--- src/sv/egcd_pkg.sv ---
// ----------------------------------------------------------------------------
// egcd_pkg
// Types, widths and the control program shared by the extended GCD unit.
// ----------------------------------------------------------------------------
package egcd_pkg;

    localparam int OPND_W  = 31;
    localparam int COEF_W  = 32;
    localparam int DIV_W   = OPND_W + 1;
    localparam int SHIFT_W = $clog2(OPND_W);

    typedef struct packed {
        logic [OPND_W-1:0] a_value;
        logic [OPND_W-1:0] b_value;
    } egcd_in_t;

    typedef struct packed {
        logic [OPND_W-1:0]        divisor;
        logic signed [COEF_W-1:0] coef_a;
        logic signed [COEF_W-1:0] coef_b;
    } egcd_out_t;

    // Datapath operation selected by the current control word.
    typedef enum logic [1:0] {
        OP_LOAD,
        OP_ALIGN,
        OP_REDUCE,
        OP_EMIT
    } op_t;

    // Branch conditions the sequencer can test.
    typedef enum logic [2:0] {
        C_NEVER,
        C_IN_VALID,
        C_RC_ZERO,
        C_FITS_NEXT,
        C_K_ZERO,
        C_OUT_FREE
    } cond_t;

    typedef logic [1:0] step_t;

    localparam step_t STEP_WAIT   = 2'd0;
    localparam step_t STEP_ALIGN  = 2'd1;
    localparam step_t STEP_REDUCE = 2'd2;
    localparam step_t STEP_EMIT   = 2'd3;

    typedef struct packed {
        op_t   op;
        cond_t cond1;
        step_t jump1;
        cond_t cond2;
        step_t jump2;
        step_t next;
    } ctrl_word_t;

    // Status flags from the datapath to the sequencer.
    typedef struct packed {
        logic in_valid;
        logic rc_zero;
        logic fits_next;
        logic k_zero;
        logic out_free;
    } egcd_status_t;

    // The program: first matching condition wins, otherwise fall to next.
    localparam ctrl_word_t MICROCODE [0:3] = '{
        '{op: OP_LOAD,   cond1: C_IN_VALID, jump1: STEP_ALIGN,
          cond2: C_NEVER,     jump2: STEP_WAIT,  next: STEP_WAIT},
        '{op: OP_ALIGN,  cond1: C_RC_ZERO,  jump1: STEP_EMIT,
          cond2: C_FITS_NEXT, jump2: STEP_ALIGN, next: STEP_REDUCE},
        '{op: OP_REDUCE, cond1: C_K_ZERO,   jump1: STEP_ALIGN,
          cond2: C_NEVER,     jump2: STEP_WAIT,  next: STEP_REDUCE},
        '{op: OP_EMIT,   cond1: C_OUT_FREE, jump1: STEP_WAIT,
          cond2: C_NEVER,     jump2: STEP_WAIT,  next: STEP_EMIT}
    };

endpackage

--- src/sv/egcd_sequencer.sv ---
// ----------------------------------------------------------------------------
// egcd_sequencer
// Step counter and control store that drive the extended GCD datapath.
// ----------------------------------------------------------------------------
module egcd_sequencer import egcd_pkg::*; (
    input  logic         aclk,
    input  logic         aresetn,
    input  egcd_status_t status,
    output ctrl_word_t   ctrl
);

    step_t step_reg, step_next;
    logic  hit1, hit2;

    function automatic logic cond_met(input cond_t c, input egcd_status_t s);
        logic r;
        unique case (c)
            C_NEVER:     r = 1'b0;
            C_IN_VALID:  r = s.in_valid;
            C_RC_ZERO:   r = s.rc_zero;
            C_FITS_NEXT: r = s.fits_next;
            C_K_ZERO:    r = s.k_zero;
            C_OUT_FREE:  r = s.out_free;
            default:     r = 1'b0;
        endcase
        return r;
    endfunction

    // Output block: the control word of the current step.
    always_comb begin
        ctrl = MICROCODE[step_reg];
    end

    // Next-step block.
    always_comb begin
        hit1 = cond_met(ctrl.cond1, status);
        hit2 = cond_met(ctrl.cond2, status);
        priority if (hit1) begin
            step_next = ctrl.jump1;
        end else if (hit2) begin
            step_next = ctrl.jump2;
        end else begin
            step_next = ctrl.next;
        end
    end

    always_ff @(posedge aclk) begin
        if (!aresetn) begin
            step_reg <= STEP_WAIT;
        end else begin
            step_reg <= step_next;
        end
    end

endmodule

--- src/sv/extended_gcd_unit.sv ---
// ----------------------------------------------------------------------------
// extended_gcd_unit
// Greatest common divisor with Bezout coefficients, microprogrammed.
// ----------------------------------------------------------------------------
// Usage:
// A request on s_ (s_valid/s_ready, payload s_data) carries operands a and b.
// The result on m_ (m_valid/m_ready, payload m_data) carries g = gcd(a, b) and
// coefficients x, y with a*x + b*y = g; b = 0 gives g = a, x = 1, y = 0.
// One request is worked on at a time. Each Euclid step divides by restoring
// long division in the coefficient domain as well: the divisor is shifted up
// until it would pass the remainder, then it is shifted back down, subtracted
// wherever it fits; at the lowest bit the remainder becomes the new divisor.
// s_ready is high only while the sequencer waits for a new request, and the
// result sits in an output register: once it is loaded the next request is
// taken even while m_valid waits for m_ready. If the result register is still
// full when a new result is ready, the sequencer holds until it is taken.
// Reset (aresetn low, synchronous) returns the sequencer to its wait step and
// clears m_valid; a request in progress is dropped.
// ----------------------------------------------------------------------------
module extended_gcd_unit import egcd_pkg::*; (
    input  logic      aclk,
    input  logic      aresetn,
    input  logic      s_valid,
    output logic      s_ready,
    input  egcd_in_t  s_data,
    output logic      m_valid,
    input  logic      m_ready,
    output egcd_out_t m_data
);

    ctrl_word_t   ctrl;
    egcd_status_t status;

    logic [OPND_W-1:0]        rp_reg, rp_next, rc_reg, rc_next;
    logic signed [COEF_W-1:0] xp_reg, xp_next, xc_reg, xc_next;
    logic signed [COEF_W-1:0] yp_reg, yp_next, yc_reg, yc_next;
    logic [SHIFT_W-1:0]       k_reg, k_next;
    logic                     m_valid_reg, m_valid_next;
    egcd_out_t                m_data_reg, m_data_next;

    logic [DIV_W-1:0]         sh_r;
    logic signed [COEF_W-1:0] sh_x, sh_y;
    logic                     fits_now, fits_next;
    logic [OPND_W-1:0]        r_rem;
    logic signed [COEF_W-1:0] x_rem, y_rem;
    logic                     out_free;

    egcd_sequencer u_seq (
        .aclk    (aclk),
        .aresetn (aresetn),
        .status  (status),
        .ctrl    (ctrl)
    );

    // Divisor and its coefficients scaled by 2^k. The divisor is shifted up only
    // while its double still fits under the remainder, so DIV_W bits always hold it.
    assign sh_r = {1'b0, rc_reg} << k_reg;
    assign sh_x = xc_reg << k_reg;
    assign sh_y = yc_reg << k_reg;

    assign fits_now  = sh_r <= {1'b0, rp_reg};
    assign fits_next = {sh_r, 1'b0} <= {2'b00, rp_reg};

    assign r_rem = fits_now ? (rp_reg - sh_r[OPND_W-1:0]) : rp_reg;
    assign x_rem = fits_now ? (xp_reg - sh_x) : xp_reg;
    assign y_rem = fits_now ? (yp_reg - sh_y) : yp_reg;

    assign out_free = !m_valid_reg || m_ready;

    assign status.in_valid  = s_valid;
    assign status.rc_zero   = (rc_reg == '0);
    assign status.fits_next = fits_next;
    assign status.k_zero    = (k_reg == '0);
    assign status.out_free  = out_free;

    assign s_ready = (ctrl.op == OP_LOAD);
    assign m_valid = m_valid_reg;
    assign m_data  = m_data_reg;

    always_comb begin
        rp_next      = rp_reg;
        rc_next      = rc_reg;
        xp_next      = xp_reg;
        xc_next      = xc_reg;
        yp_next      = yp_reg;
        yc_next      = yc_reg;
        k_next       = k_reg;
        m_data_next  = m_data_reg;
        m_valid_next = m_valid_reg && !m_ready;
        unique case (ctrl.op)
            OP_LOAD: begin
                if (s_valid) begin
                    rp_next = s_data.a_value;
                    rc_next = s_data.b_value;
                    xp_next = COEF_W'(1);
                    xc_next = '0;
                    yp_next = '0;
                    yc_next = COEF_W'(1);
                    k_next  = '0;
                end
            end
            OP_ALIGN: begin
                if (!status.rc_zero && fits_next) begin
                    k_next = k_reg + SHIFT_W'(1);
                end
            end
            OP_REDUCE: begin
                if (k_reg == '0) begin
                    // Last quotient bit: the remainder becomes the new divisor.
                    rp_next = rc_reg;
                    rc_next = r_rem;
                    xp_next = xc_reg;
                    xc_next = x_rem;
                    yp_next = yc_reg;
                    yc_next = y_rem;
                end else begin
                    rp_next = r_rem;
                    xp_next = x_rem;
                    yp_next = y_rem;
                    k_next  = k_reg - SHIFT_W'(1);
                end
            end
            OP_EMIT: begin
                if (out_free) begin
                    m_valid_next       = 1'b1;
                    m_data_next.divisor = rp_reg;
                    m_data_next.coef_a  = xp_reg;
                    m_data_next.coef_b  = yp_reg;
                end
            end
            default: begin
            end
        endcase
    end

    always_ff @(posedge aclk) begin
        if (!aresetn) begin
            m_valid_reg <= 1'b0;
        end else begin
            m_valid_reg <= m_valid_next;
        end
    end

    always_ff @(posedge aclk) begin
        rp_reg     <= rp_next;
        rc_reg     <= rc_next;
        xp_reg     <= xp_next;
        xc_reg     <= xc_next;
        yp_reg     <= yp_next;
        yc_reg     <= yc_next;
        k_reg      <= k_next;
        m_data_reg <= m_data_next;
    end

endmodule

--- config.mk ---
export PLATFORM = sky130hd
export DESIGN_NAME = extended_gcd_unit
export DESIGN_NICKNAME = d
export VERILOG_FILES = /design/src/sv/egcd_pkg.sv /design/src/sv/egcd_sequencer.sv /design/src/sv/extended_gcd_unit.sv
export SDC_FILE = /design/constraint.sdc
export NUM_CORES = 1
export LEC_CHECK = 0
export BUFFER_PORTS_ARGS = -buffer_cell sky130_fd_sc_hd__buf_4
export CAP_MARGIN = 40
export CORE_ASPECT_RATIO = 0.7
export CORE_MARGIN = 2
export CORE_UTILIZATION = 30
export DETAILED_ROUTE_END_ITERATION = 10
export PLACE_DENSITY = 0.56
export SYNTH_ARGS = -nofsm -noshare
export SYNTH_HDL_FRONTEND = slang
export SYNTH_SLANG_ARGS = --single-unit
--- constraint.sdc ---
create_clock -name aclk -period 15.1 [get_ports aclk]
set_input_delay 1.51 -clock aclk [delete_from_list [all_inputs] [get_ports aclk]]
set_output_delay 1.51 -clock aclk [all_outputs]
set_load 0.02 [all_outputs]
==> metrics <==
Post-route DRC=0; Die ar.=79620 um^2; Initial Util=0.3026; Critical Path Sink Type=flop; total track usage=0.1982; area of the mapped netlist=23200 um^2; H-tree Lvls=2; I/O Pins=~160; Die W=336.4 um; Max FO, Critical Path=between 80 and 90; count of cell types in the netlist=82; final slew viol count=0; Worst-path clk slew=70 ps; Post-synth ARST share=0; Fin Hold WS=roughly 480 ps; Slew Limit Headroom=0.3841; GPL Wtd Cong=0.9196; CP Class=flop to flop; most frequent cells in the layout=edfxtp_1, nor2_1, a21oi_1, nand2_1, buf_4; # Max-Cap Violations=0; status=complete, no violations; number of enable flip-flop cells after synthesis=290; core area=around 77000 um^2; ANT cells=0; # fillers=approximately 7800; CTS root buf=clkbuf_16; Least-Margin Pin Slew=~900 ps; Final Critical Period=7305 ps; worst-skew pair later-pin latency=580 ps; TritonCTS clock tree=done; mean cell area of the mapped netlist=around 9.6 um^2; Setup Fix Bufs, Post-CTS=0; grt ovf=0; Critical Path RT=15380 ps; CTS buffer count=35; top cells by area, synth=edfxtp_1, ha_1, mux4_2; vias per inst=5.614; Max Clk Rate=0.1369 GHz; Port Buffers=between 150 and 200; DR iter-0 viols=2050; vias in the first global route=18838; Setup TNS=0 ps; routed len/inst=22.51 um; Synth Flop Type=edfxtp_1; type of the tightest min-delay check=flop to flop; syn_nets=2657; first-pass GRT wire length=120.5 mm; ANT nets after route=0; largest area contributor in the netlist=edfxtp_1; Mapped Cells=2427; Area Overhead vs Synth=14.96%; clock sink total=293; hpwl dp=59.49 mm; crit share post-route=0.4837; Yosys Warn Count=0; Post-Route WL=80.79 mm; hold path depth=0; Final Hold Fails=0; layout cells sized above 1=0.1386; Seq/Total Area, Yosys=0.3779; largest net degree at the start of global routing=87; CTS max path bufs=3; clk_skew=roughly 32 ps; critical path startpoint category=flop; fin nets=2750; post_cts resized=0; number of flip-flops in the largest register=95; Worst R2R Path Depth=22; Synth Register Bits=about 300; share of the synthesized area in the top cell type=0.3753; # setup viols final=0; Die Y=236.7 um; commonest non-fill, non-tap cell in the layout=edfxtp_1; RSZ-0062 raised after global routing=false; DR pass1 iterations=6; Worst EP arrival=7580 ps; Std-Cell Rows=85; initial antenna violation count=0; post-cts hold buffer count=0; via count=20155
==> Yosys cell counts (12+ instances only) <==
| cell | count |
|---|---|
| edfxtp_1 | 290 |
| nor2_1 | 272 |
| a21oi_1 | 247 |
| nand2_1 | 227 |
| ha_1 | 160 |
| o21ai_0 | 114 |
| mux2i_1 | 106 |
| a211oi_1 | 98 |
| inv_1 | 94 |
| clkbuf_1 | 89 |
| a21o_1 | 69 |
| mux4_2 | 65 |
| xnor2_1 | 44 |
| and2_1 | 37 |
| a31oi_1 | 32 |
| nor2b_1 | 32 |
| nor3_1 | 32 |
| nand2b_1 | 30 |
| o21a_1 | 30 |
| buf_2 | 25 |
| nand3_1 | 25 |
| and3_1 | 24 |
| nand4_1 | 22 |
| xor2_1 | 19 |
| o211ai_1 | 15 |
| buf_1 | 14 |
| o31a_1 | 14 |
| or3_1 | 14 |
| nor4_1 | 12 |
==> through the flow <==
step                instances  utilization  instance area (um^2)  setup slack, ps
floorplan                2427            -                 23200             4218
global placement         3518       0.3305                 25340             7633
detailed placement       3526       0.3329                 25530             8046
CTS                      3589       0.3478                 26670             7980
global route             3590       0.3479                 26670             7264
finish                   3590       0.3479                 26670             7795
==> area by class of cell <==
class	count	area, um^2	share of cell area
Clock buffer	45	934.6	0.03504
Clock inverter	18	203.9	0.007646
Inverter	98	370.4	0.01388
Multi-Input combinational cell	1896	13490	0.5059
Sequential cell	293	8768	0.3287
Tap cell	1044	1306	0.04897
Timing Repair Buffer	196	1595	0.05981
==> final timing paths <==
kind              from         end  slack, ps
max           k_reg[2]  yc_reg[29]       7800
min          yp_reg[0]   m_data[0]        480
max reg2reg   k_reg[2]  yc_reg[29]       7800
min reg2reg  yp_reg[0]   m_data[0]        480
==> routing by layer <==
layer | track usage | vias up | wire [um] | part of all wire
met5 | 0.009119 | - | 97 | 0.0012
met4 | 0.05001 | 2 | 1856 | 0.023
met3 | 0.04545 | 107 | 7141 | 0.088
met2 | 0.2720 | 861 | 32650 | 0.40
met1 | 0.3059 | 9864 | 39050 | 0.48
li1 | - | 9321 | - | -
==> cells by family (layout without fill, tap and decap cells) <==
| logic type | Yosys count | count (layout) | synth area share |
|---|---|---|---|
| compound gates | 740 | 740 | 0.2044 |
| simple gates | 744 | 744 | 0.1446 |
| xor+xnor | 63 | 63 | 0.02378 |
| fa+ha+maj | 164 | 164 | 0.08973 |
| buf+inv | 238 | 357 | 0.04325 |
| flops | 293 | 293 | 0.3779 |
| mux | 185 | 185 | 0.1163 |
==> worst max-delay path, cell delays in order, from the launching register on <==
cell	delay [ps]
edfxtp_1	360
buf_4	350
inv_2	550
buf_4	650
nor3_1	110
a21oi_1	470
a21oi_1	190
nand2_1	180
o21a_1	230
inv_1	90
ha_1	450
nand4_1	310
a211oi_1	310
o22ai_1	130
o21ai_0	320
mux2i_1	370
o21ai_4	350
buf_4	410
buf_4	210
buf_16	250
nor2_1	80
a221oi_1	360
nor2_1	70
Power is left out: the tool's default activity adds up to more than one toggle a clock period on the data nets, which glitch-free logic cannot reach.
